--- src/hw/rtl/vaxr_pkg.sv ---
// Shared types, constants and the arctangent table of the axis rotator.
`timescale 1ns / 1ps

package vaxr_pkg;

	// Default sizes
	localparam int COORD_BITS_DEF      = 32;
	localparam int ROTATION_STAGES_DEF = 16;

	// CORDIC datapath widths: x/y in Q2.30 with headroom, z in 2^-32 turn units
	localparam int CW = 34;
	localparam int ZW = 34;

	// Gain-compensated start value, 0.6072529... in Q2.30
	localparam logic signed [CW-1:0] GAIN_Q30 = 34'h026DD3B6A;

	// Operation codes
	typedef enum logic [1:0] {
		OP_ROT_X = 2'd0,
		OP_ROT_Y = 2'd1,
		OP_ROT_Z = 2'd2,
		OP_PASS  = 2'd3
	} op_t;

	// State handed from one CORDIC cell to the next
	typedef struct packed {
		logic signed [CW-1:0] x;
		logic signed [CW-1:0] y;
		logic signed [ZW-1:0] z;
		logic [1:0]           quad;
		op_t                  op;
	} cordic_t;

	// Fraction bits of sine/cosine ahead of the multipliers
	function automatic int trig_frac(input int coord_bits);
		return ((61 - coord_bits) < 30) ? (61 - coord_bits) : 30;
	endfunction

	// atan(2^-i) in units of 2^-32 turn, rounded
	function automatic logic signed [ZW-1:0] atan_val(input int i);
		logic signed [ZW-1:0] r;
		case (i)
			0:  r = ZW'(536870912);
			1:  r = ZW'(316933406);
			2:  r = ZW'(167458907);
			3:  r = ZW'(85004756);
			4:  r = ZW'(42667331);
			5:  r = ZW'(21354465);
			6:  r = ZW'(10679838);
			7:  r = ZW'(5340245);
			8:  r = ZW'(2670163);
			9:  r = ZW'(1335087);
			10: r = ZW'(667544);
			11: r = ZW'(333772);
			12: r = ZW'(166886);
			13: r = ZW'(83443);
			14: r = ZW'(41722);
			15: r = ZW'(20861);
			16: r = ZW'(10430);
			17: r = ZW'(5215);
			18: r = ZW'(2608);
			19: r = ZW'(1304);
			20: r = ZW'(652);
			21: r = ZW'(326);
			22: r = ZW'(163);
			23: r = ZW'(81);
			24: r = ZW'(41);
			25: r = ZW'(20);
			26: r = ZW'(10);
			27: r = ZW'(5);
			28: r = ZW'(3);
			29: r = ZW'(1);
			default: r = '0;
		endcase
		return r;
	endfunction

endpackage

--- src/hw/rtl/vaxr_cell.sv ---
// One CORDIC rotation cell: a single micro-rotation plus its pipeline register.
`timescale 1ns / 1ps

module vaxr_cell #(
	parameter int COORD_BITS = vaxr_pkg::COORD_BITS_DEF,
	parameter int STAGE      = 0
) (
	input  logic                          clk,
	input  logic                          arst_n,
	input  logic                          in_valid,
	output logic                          in_ready,
	input  vaxr_pkg::cordic_t             in_st,
	input  logic [2:0][COORD_BITS-1:0]    in_pt,
	output logic                          out_valid,
	input  logic                          out_ready,
	output vaxr_pkg::cordic_t             out_st,
	output logic [2:0][COORD_BITS-1:0]    out_pt
);
	import vaxr_pkg::*;

	logic signed [CW-1:0] x_in, y_in, dx, dy;
	logic signed [ZW-1:0] z_in, at;
	cordic_t              nxt;
	logic                 valid_q;
	cordic_t              st_q;
	logic [2:0][COORD_BITS-1:0] pt_q;

	// Micro-rotation by +/- atan(2^-STAGE), direction from the sign of z
	always_comb begin
		x_in = in_st.x;
		y_in = in_st.y;
		z_in = in_st.z;
		dx   = y_in >>> STAGE;
		dy   = x_in >>> STAGE;
		at   = atan_val(STAGE);
		nxt  = in_st;
		if (!z_in[ZW-1]) begin
			nxt.x = x_in - dx;
			nxt.y = y_in + dy;
			nxt.z = z_in - at;
		end else begin
			nxt.x = x_in + dx;
			nxt.y = y_in - dy;
			nxt.z = z_in + at;
		end
	end

	assign in_ready = !valid_q || out_ready;

	// Stage valid
	always_ff @(posedge clk or negedge arst_n) begin
		if (!arst_n) begin
			valid_q <= 1'b0;
		end else if (in_ready) begin
			valid_q <= in_valid;
		end
	end

	// Stage payload
	always_ff @(posedge clk) begin
		if (in_ready && in_valid) begin
			st_q <= nxt;
			pt_q <= in_pt;
		end
	end

	assign out_valid = valid_q;
	assign out_st    = st_q;
	assign out_pt    = pt_q;

endmodule

--- config.mk ---
export PLATFORM = sky130hd
export DESIGN_NAME = vaxr_cell
export DESIGN_NICKNAME = d
export VERILOG_FILES = /design/src/hw/rtl/vaxr_pkg.sv /design/src/hw/rtl/vaxr_cell.sv
export SDC_FILE = /design/constraint.sdc
export NUM_CORES = 1
export LEC_CHECK = 0
export BUFFER_PORTS_ARGS = -buffer_cell sky130_fd_sc_hd__buf_4
export CORE_MARGIN = 1.5
export CORE_UTILIZATION = 40
export CTS_CLUSTER_DIAMETER = 80
export DETAILED_ROUTE_END_ITERATION = 8
export PLACE_DENSITY = 0.78
export SLEW_MARGIN = 20
export SYNTH_ARGS = -nofsm -noshare
export SYNTH_HDL_FRONTEND = slang
export SYNTH_SLANG_ARGS = --single-unit
--- constraint.sdc ---
create_clock -name clk -period 17 [get_ports clk]
set_input_delay 0.85 -clock clk [delete_from_list [all_inputs] [get_ports clk]]
set_output_delay 0.85 -clock clk [all_outputs]
set_load 0.05 [all_outputs]
==> run summary, run 1 <==
WL per Instance: 22.1 microns
Nets: 1808
Worst Path Class, Setup: in -> reg
async set-or-reset flop fraction in the synthesized netlist: 0.00495
Final Skew: 0.00598 ns
slew of the pin with the lowest slew margin: 1.08 ns
Yosys cell types: 74
Ports: 410
GRT Total Usage: 0.258
row cnt: 63
Filler cells: 2577
post-DP HPWL: 33500 microns
fin. max-slew vios: 0
number of global-route vias before repair: 10000
setup_tns: 0 ns
first-pass GRT wire length: 61200 microns
crit share post-route: 0.215
CTS tree: built
Final Cell Area: 0.0161 sq mm
Pre-antenna DRT Iters: 6
footprint of the multi-input gates: 0.00538 sq mm
status: complete, no violations
Placed Area: 0.0154 sq mm
Die Area: 0.0311 sq mm
Syn Area/Cell: 10.9 sq um
Post-Syn Instances: 1100
Pwr Density: 97.2 mW/mm^2
Antenna Violating Nets Remaining: 0
Peak VDD IR: 0.0000476 V
Seq/Total Area, Yosys: 0.505
final hold slack: 0.117 ns
Post-synth EDFFs: 201
post-CTS setup buffers: 0
CP cell instances: buf_4 -> inv_1 -> ha_1 -> nand4_1 -> or4_1 -> a2111oi_0 -> a211o_1 -> o21ai_0 -> a211oi_1 -> o21ai_1 -> xnor2_1
sequential cell area: 0.00606 sq mm
CTS resizes: 0
r2r setup slk: 14.34 ns
Core ar.: 0.0296 sq mm
Final Hold Fails: 0
CTS Buffer Depth: 3
RSZ-0062 raised after global routing: no
number of port buffers: 409
most common cell after layout, fill and taps aside: buf_4
minimum clock period: 3.66 ns
Critical Path RT: 17.24 ns
# diodes: 0
DRC viols: 0
Max transition margin: 0.270
Die Wd: 176 microns
GR Overflow Total: 0
Clock Sinks: 202
Setup-failing EPs final: 0
HP Class: in -> async
Die Ht: 176 microns
max-cap viol count: 0
share of layout cells above drive strength 1: 0.312
Layout area overhead: 34.1%
Util after Layout: 0.545
P_leak: 6.91 nW
Worst-Skew Late Latency: 0.50 ns
Clk pin slew, worst setup/hold paths: 0.06 ns
Worst path max stage delay: 0.62 ns
Syn Std Cell Area: 0.0120 sq mm
largest net degree at the start of global routing: 80
Arr. time, crit path: 3.90 ns
Crit. End Element: flip-flop
Syn Nets: 1412
Root Driver: clkbuf_16
vias after detailed routing: 10500
CTS Hold Buffers Added: 0
Vias/cell: 5.52
Placer Congestion: 0.983
Routed WL: 41900 microns
yosys warns: 0
Initial Util: 0.406
CP max FO: 13
crit start category: primary input
f_max: 273 MHz
initial antenna violation count: 0
ys flop type: edfxtp_1
DR iter-0 viols: 1124
Slowest cell on crit path: ha_1
Num CTS Buffers: 23
most frequent cells in the layout: buf_4, edfxtp_1, a21oi_1, ha_1, inv_1
htree depth: 1
register bit count reported by yosys: 202
==> worst paths after layout <==
| path | cells after the start | startpoint | endpoint |
|---|---|---|---|
| max | 11 | in_st[58] | out_st[104]$_DFFE_PP_ |
| min | 1 | arst_n | out_valid$_DFFE_PN0N_ |
| max reg2reg | 3 | out_valid$_DFFE_PN0N_ | out_st[24]$_DFFE_PP_ |
| min reg2reg | 2 | out_valid$_DFFE_PN0N_ | out_valid$_DFFE_PN0N_ |
| max in group asynchronous | 1 | arst_n | out_valid$_DFFE_PN0N_ |
| min in group clk | 1 | in_pt[80] | out_pt[80]$_DFFE_PP_ |
==> cell type report <==
type,count,share of cell area
sequential,202,0.376
multi-input combinational,751,0.334
timing repair buffer,413,0.192
clock buffer,27,0.0367
tap,390,0.0303
inverter,105,0.0245
clock inverter,13,0.00583
==> synth_stat cells (5+ instances only) <==
cell | instances | share of area
buf_1 | 8 | 0.0025
nand2b_1 | 15 | 0.0078
o31ai_1 | 10 | 0.0063
a31oi_1 | 9 | 0.0047
clkbuf_1 | 25 | 0.0078
a211oi_1 | 10 | 0.0063
mux2i_1 | 15 | 0.013
ha_1 | 102 | 0.11
o21a_1 | 6 | 0.0038
o211ai_1 | 10 | 0.0063
a221oi_1 | 5 | 0.0036
nand3_1 | 6 | 0.0025
o21bai_1 | 26 | 0.016
a21oi_1 | 133 | 0.055
xnor2_1 | 62 | 0.045
o21ai_0 | 52 | 0.022
nor2_1 | 93 | 0.029
a21o_1 | 21 | 0.013
buf_2 | 6 | 0.0025
xor2_1 | 5 | 0.0036
or2_2 | 6 | 0.0031
edfxtp_1 | 201 | 0.50
nand4_1 | 16 | 0.0083
inv_1 | 99 | 0.031
nand2_1 | 42 | 0.013
a2111oi_0 | 5 | 0.0036
nor3_1 | 13 | 0.0054
nor2b_1 | 11 | 0.0057
==> per-stage QoR <==
stage	cells	power (mW)	setup slack, ns
after global placement	1861	1.11	12.91
after CTS	1901	1.57	13.39
after floorplan	1100	0.944	10.46
after global routing	1901	1.62	13.09
final	1901	1.57	13.34
after detailed placement	1861	1.11	12.88
==> power breakdown <==
group	switching [mW]	internal, mW	leakage (nW)
Combinational	0.329	0.162	4.65
Clock	0.195	0.263	0.335
Sequential	0.0132	0.603	1.92
==> kinds of logic (layout without fill, tap and decap cells) <==
group / after synthesis / in the layout / share of synthesized area
compound gates: 340 / 340 / 0.186
xor+xnor: 67 / 67 / 0.0489
fa+ha+maj: 106 / 106 / 0.113
buf+inv: 147 / 558 / 0.0475
flops: 202 / 202 / 0.505
mux: 15 / 15 / 0.0125
simple gates: 223 / 223 / 0.0872
==> registers in the layout, summed over array words and instances, names as in the netlist <==
register	flops
out_pt	96
out_st	105
out_valid	1
==> critical path: cells and delay by family <==
family / cells / cell delay (ns)
fa+ha+maj: 1 / 0.62
simple gates: 2 / 0.92
buf+inv: 2 / 0.13
xor+xnor: 1 / 0.15
compound gates: 5 / 1.21
==> metal layers <==
metal  vias up  wire length (microns)  GRT usage
li1       4794                      -          -
met1      5046                  17000      0.337
met4         0                   1700     0.0997
met3        84                   3200     0.0357
met2       561                  20100      0.434
met5         -                      0          0
(Power assumes the default switching activity.)
==> run 2: changes to the inputs <==
--- a/config.mk
+++ b/config.mk
@@ -5,12 +5,13 @@
 export SDC_FILE = /design/constraint.sdc
 export NUM_CORES = 1
 export LEC_CHECK = 0
+export ABC_AREA = 1
 export BUFFER_PORTS_ARGS = -buffer_cell sky130_fd_sc_hd__buf_4
 export CORE_MARGIN = 1.5
 export CORE_UTILIZATION = 40
 export CTS_CLUSTER_DIAMETER = 80
 export DETAILED_ROUTE_END_ITERATION = 8
-export PLACE_DENSITY = 0.78
+export PLACE_DENSITY = 0.79
 export SLEW_MARGIN = 20
 export SYNTH_ARGS = -nofsm -noshare
 export SYNTH_HDL_FRONTEND = slang
==> constraint.sdc (replaced) <==
create_clock -name clk -period 2.97 [get_ports clk]
set_input_delay 0.1485 -clock clk [delete_from_list [all_inputs] [get_ports clk]]
set_output_delay 0.1485 -clock clk [all_outputs]
set_load 0.05 [all_outputs]
==> run summary, run 2 <==
Slowest cell on crit path: dlygate4sd3_1
fin. max-slew vios: 0
async set-or-reset flop fraction in the synthesized netlist: 0.00495
GRT Total Usage: 0.304
Worst path max stage delay: 0.54 ns
CP cell instances: dlygate4sd3_1 -> buf_4 -> ha_1 -> fa_1 -> o21ai_1 -> nand2_1 -> nand2_1 -> nand2_1 -> nand2_1 -> nand2_1 -> nand2_1 -> nand2_1 -> nand3_1 -> nand2_1
Syn Area/Cell: 8.27 sq um
RSZ-0062 raised after global routing: no
post-DP HPWL: 41500 microns
Worst Path Class, Setup: in -> reg
Yosys cell types: 46
status: complete, no violations
Worst-Skew Late Latency: 0.54 ns
Pwr Density: 497 mW/mm^2
vias after detailed routing: 13700
Die Wd: 186 microns
share of layout cells above drive strength 1: 0.226
minimum clock period: 2.52 ns
CTS tree: built
Max transition margin: 0.423
htree depth: 1
DR iter-0 viols: 1029
max reg flops: 105
Pre-antenna DRT Iters: 6
WL per Instance: 20.7 microns
Syn Nets: 1937
f_max: 397 MHz
Final Cell Area: 0.0190 sq mm
Setup-failing EPs final: 0
number of global-route vias before repair: 13700
DRC viols: 0
Util after Layout: 0.579
Arr. time, crit path: 2.81 ns
GR Overflow Total: 0
Placer Congestion: 0.953
WP buf/inv: 2
Core ar.: 0.0328 sq mm
number of port buffers: 409
Seq/Total Area, Yosys: 0.451
register bit count reported by yosys: 202
P_leak: 8.93 nW
Layout area overhead: 41.4%
cell taking the most area after synthesis: edfxtp_1
Post-synth EDFFs: 201
most frequent CP cell: nand2_1
overall power: 9.45 mW
Die Area: 0.0347 sq mm
Synth top area share: 0.449
Post-Syn Instances: 1625
Crit. End Element: flip-flop
Placed Area: 0.0169 sq mm
Antenna Violating Nets Remaining: 0
most common cell after layout, fill and taps aside: nand2_1
Routed WL: 54200 microns
ys flop type: edfxtp_1
row cnt: 66
delay-heaviest family, CP: simple AND/OR/NAND/NOR gates
Peak VDD IR: 0.000412 V
Clk pin slew, worst setup/hold paths: 0.06 ns
max-cap viol count: 0
Initial Util: 0.410
top cells by area in the synthesized netlist: edfxtp_1, nand2_1, ha_1
CP max FO: 4
CTS Buffer Depth: 3
HP Class: in -> reg
Vias/cell: 5.20
Final Hold Fails: 0
Critical Path RT: 3.26 ns
Filler cells: 2904
slew of the pin with the lowest slew margin: 0.865 ns
most frequent cells in the layout: nand2_1, buf_4, inv_1, edfxtp_1, nand3_1
Ports: 410
Nets: 2473
Syn Std Cell Area: 0.0134 sq mm
yosys warns: 0
Final Skew: 0.0146 ns
Post-synth top cells: nand2_1, inv_1, edfxtp_1
crit start category: primary input
initial antenna violation count: 2
Die Ht: 186 microns
CTS resizes: 0
most frequent cell after synthesis: nand2_1
Clock Sinks: 202
largest net degree at the start of global routing: 146
Root Driver: clkbuf_16
crit share post-route: 0.848
Num CTS Buffers: 25
first-pass GRT wire length: 78000 microns
[run 2: changes by cell type in the layout (fill, tap and decap cells not counted), sizes merged, moves of 22 or more]
cell,change
dlygate4sd3,+137
inv,+122
nand2,+380
nand3,+149
nor2,+47
o21ai,+40
xnor2,-61
xor2,+22
[run 2: power by group]
group | switching, mW | internal, mW
Sequential | 0.0689 | 3.42
Clock | 1.23 | 1.60
Combinational | 2.13 | 1.01
Total | 3.43 | 6.02
[run 2: worst paths after layout]
path                       depth (start not counted)  slack, ns               endpoint             startpoint
max                                               14       0.45   out_st[62]$_DFFE_PP_              in_st[72]
min                                                4       0.12   out_st[72]$_DFFE_PP_              in_st[38]
max reg2reg                                        2       1.25   out_st[87]$_DFFE_PP_  out_valid$_DFFE_PN0N_
min reg2reg                                        2       0.98    out_pt[1]$_DFFE_PP_  out_valid$_DFFE_PN0N_
max in group asynchronous                          3       2.22  out_valid$_DFFE_PN0N_                 arst_n
min in group asynchronous                          3       0.61  out_valid$_DFFE_PN0N_                 arst_n
[run 2: layout make-up]
class,instances,area [sq um],area share
Antenna cell,2,5.00,0.000264
Clock buffer,36,677,0.0356
Clock inverter,9,70.1,0.00369
Inverter,221,830,0.0437
Multi-Input combinational cell,1160,6300,0.332
Sequential cell,202,6060,0.319
Tap cell,442,553,0.0291
Timing Repair Buffer,551,4490,0.237
[run 2: cells by family after synthesis]
| kind of cell | after synthesis | synth area share |
|---|---|---|
| AO/OA/AOI/OAI | 268 | 0.110 |
| multiplexers | 1 | 0.000745 |
| flip-flops | 202 | 0.451 |
| buffers and inverters | 263 | 0.0803 |
| adder cells (fa/ha/maj) | 106 | 0.101 |
| AND/OR/NAND/NOR | 757 | 0.239 |
| XOR/XNOR | 28 | 0.0183 |
[run 2: worst min-delay path, cell delays in order]
cell   delay [ns]
buf_4        0.12
inv_1        0.05
ha_1         0.13
inv_1        0.04
[run 2: what timing repair did]
item                      in CTS  in global routing
hold buffers                 137                  0
buffers inserted               0                  0
hold endpoints to repair     135                  0
[run 2: per-stage QoR]
stage | hold slack [ns] | cells | setup slack (ns) | setup TNS (ns)
2_1_floorplan | -0.147 | 1625 | -1.41 | -284.29
3_3_place_gp | -0.0733 | 2439 | 0.431 | 0
3_5_place_dp | -0.0732 | 2439 | 0.463 | 0
4_1_cts | 0.0532 | 2621 | 0.525 | 0
5_1_grt | 0.127 | 2623 | 0.285 | 0
6_report | 0.117 | 2623 | 0.452 | 0
[run 2: per-layer routing]
layer / GRT usage / up-vias / routed length [microns]
li1: - / 6476 / -
met1: 0.366 / 6389 / 21000
met2: 0.532 / 652 / 26100
met3: 0.0430 / 135 / 4010
met4: 0.151 / 0 / 3050
met5: 0 / - / 0
==> run 3: changes to the inputs <==
==> constraint.sdc (replaced) <==
create_clock -name clk -period 2.25 [get_ports clk]
set_input_delay 0.1125 -clock clk [delete_from_list [all_inputs] [get_ports clk]]
set_output_delay 0.1125 -clock clk [all_outputs]
set_load 0.05 [all_outputs]
==> run summary, run 3 (synthesis results as in run 2) <==
status: finished with violations
failing checks: DRC
GRT Total Usage: 0.323
overall power: 13.2 mW
Worst R2R Start: out_valid$_DFFE_PN0N_
Core ar.: 0.0328 sq mm
Pre-antenna DRT Iters: 9
WL per Instance: 20.6 microns
CP max FO: 4
Die Ht: 186 microns
Max transition margin: 0.464
Final Hold Fails: 0
number of port buffers: 409
Critical Path RT: 2.52 ns
slew of the pin with the lowest slew margin: 0.804 ns
Vias/cell: 5.20
HP Class: in -> reg
Util after Layout: 0.620
CTS resizes: 0
CP cell instances: buf_4 -> inv_1 -> ha_1 -> fa_1 -> o21ai_1 -> nand2_1 -> nand2_1 -> nand2_1 -> nand2_1 -> nand2_1 -> nand2_1 -> nand2_1 -> nand3_1 -> nand2_1
P_int: 8.54 mW
DR iter-0 viols: 1226
fin. max-slew vios: 0
DRC viols: 2
Die Area: 0.0347 sq mm
Arr. time, crit path: 2.16 ns
Flop pwr share: 0.348
initial antenna violation count: 3
Worst path max stage delay: 0.48 ns
largest net degree at the start of global routing: 95
Worst-Skew Late Latency: 0.53 ns
most frequent cells in the layout: buf_4, nand2_1, inv_1, edfxtp_1, nand3_1
GR Overflow Total: 0
Filler cells: 2747
Peak VDD IR: 0.000462 V
Sw Pwr: 4.68 mW
hold path startpoint: in_st[35]
Crit. End Element: flip-flop
M2 GR Usage: 0.547
CTS Buffer Depth: 3
Layout area overhead: 51.3%
most frequent CP cell: nand2_1
Die Wd: 186 microns
htree depth: 1
Switching Fraction: 0.354
Slowest cell on crit path: fa_1
CTS tree: built
crit start category: primary input
f_max: 529 MHz
Gate power share: 0.346
Clock Sinks: 202
CP Launch Point: in_st[38]
GR Util met3: 0.0615
row cnt: 66
grt peak-use layer: met2
Setup-failing EPs final: 0
share of layout cells above drive strength 1: 0.283
Pwr Density: 651 mW/mm^2
Routed WL: 57500 microns
post-placement worst setup slack: -0.0921 ns
Root Driver: clkbuf_16
post-DP HPWL: 43100 microns
GR Util met1: 0.387
final worst setup slack: 0.361 ns
most common cell after layout, fill and taps aside: buf_4
max reg flops: 105
Final Skew: 0.0114 ns
Initial Util: 0.410
first-pass GRT wire length: 83400 microns
Num CTS Buffers: 25
Nets: 2636
minimum clock period: 1.89 ns
Ports: 410
final non-filler cell total: 2787
delay-heaviest family, CP: simple AND/OR/NAND/NOR gates
clock group share of total power: 0.306
RSZ-0062 raised after global routing: no
vias after detailed routing: 14500
Worst Path Class, Setup: in -> reg
number of global-route vias before repair: 14400
number of placed instances, taps included: 2602
crit share post-route: 0.840
Clk pin slew, worst setup/hold paths: 0.05 ns
WP buf/inv: 2
Placer Congestion: 0.966
max-cap viol count: 0
P_leak: 9.76 nW
Antenna Violating Nets Remaining: 0
-- run 3: path summary, 6_finish.rpt --
path                                         endpoint  slack, ns  cells past startpoint
worst min-delay path             out_st[35]$_DFFE_PP_       0.11                      3
max in group asynchronous       out_valid$_DFFE_PN0N_       1.66                      3
min in group asynchronous       out_valid$_DFFE_PN0N_       0.48                      3
worst max register to register    out_pt[7]$_DFFE_PP_       0.61                      2
worst min register to register   out_pt[45]$_DFFE_PP_       0.92                      2
worst max-delay path             out_st[70]$_DFFE_PP_       0.36                     14
-- run 3: cell type report --
type,count,area [sq um],share of cell area
inverter,221,830,0.0408
sequential,202,6060,0.298
timing repair buffer,714,5740,0.283
multi-input combinational,1160,6300,0.310
clock inverter,13,140,0.00690
antenna,3,7.51,0.000369
tap,442,553,0.0272
clock buffer,32,682,0.0336
-- run 3: stage by stage --
stage | cell area (sq um) | hold WS, ns | setup TNS, ns
6_report | 20300 | 0.106 | 0
5_1_grt | 20300 | 0.120 | 0
4_1_cts | 20300 | 0.0837 | 0
3_5_place_dp | 18100 | -0.109 | -0.716
3_3_place_gp | 18100 | -0.110 | -0.360
2_1_floorplan | 13400 | -0.183 | -429.01
-- run 3: worst min-delay path, cell delays in order --
cell	delay (ns)
buf_4	0.08
ha_1	0.18
xor2_1	0.08
-- run 3: repair_timing --
action                    in CTS  in global routing
buffers inserted               0                  0
hold buffers                 137                  0
hold endpoints to repair     135                  0
-- run 3: per-layer routing --
metal / wire, microns / vias up
li1: - / 6805
met1: 22700 / 6844
met2: 26800 / 669
met3: 4340 / 168
met4: 3570 / 4
met5: 54 / -
-- run 3: power groups by stage --
stage	logic, mW	clock network [mW]	registers (mW)
2_1_floorplan	1.59	0	5.57
3_3_place_gp	4.21	0	4.66
3_5_place_dp	4.25	0	4.66
4_1_cts	4.48	4.08	4.59
5_1_grt	4.87	4.24	4.62
6_report	4.57	4.05	4.60
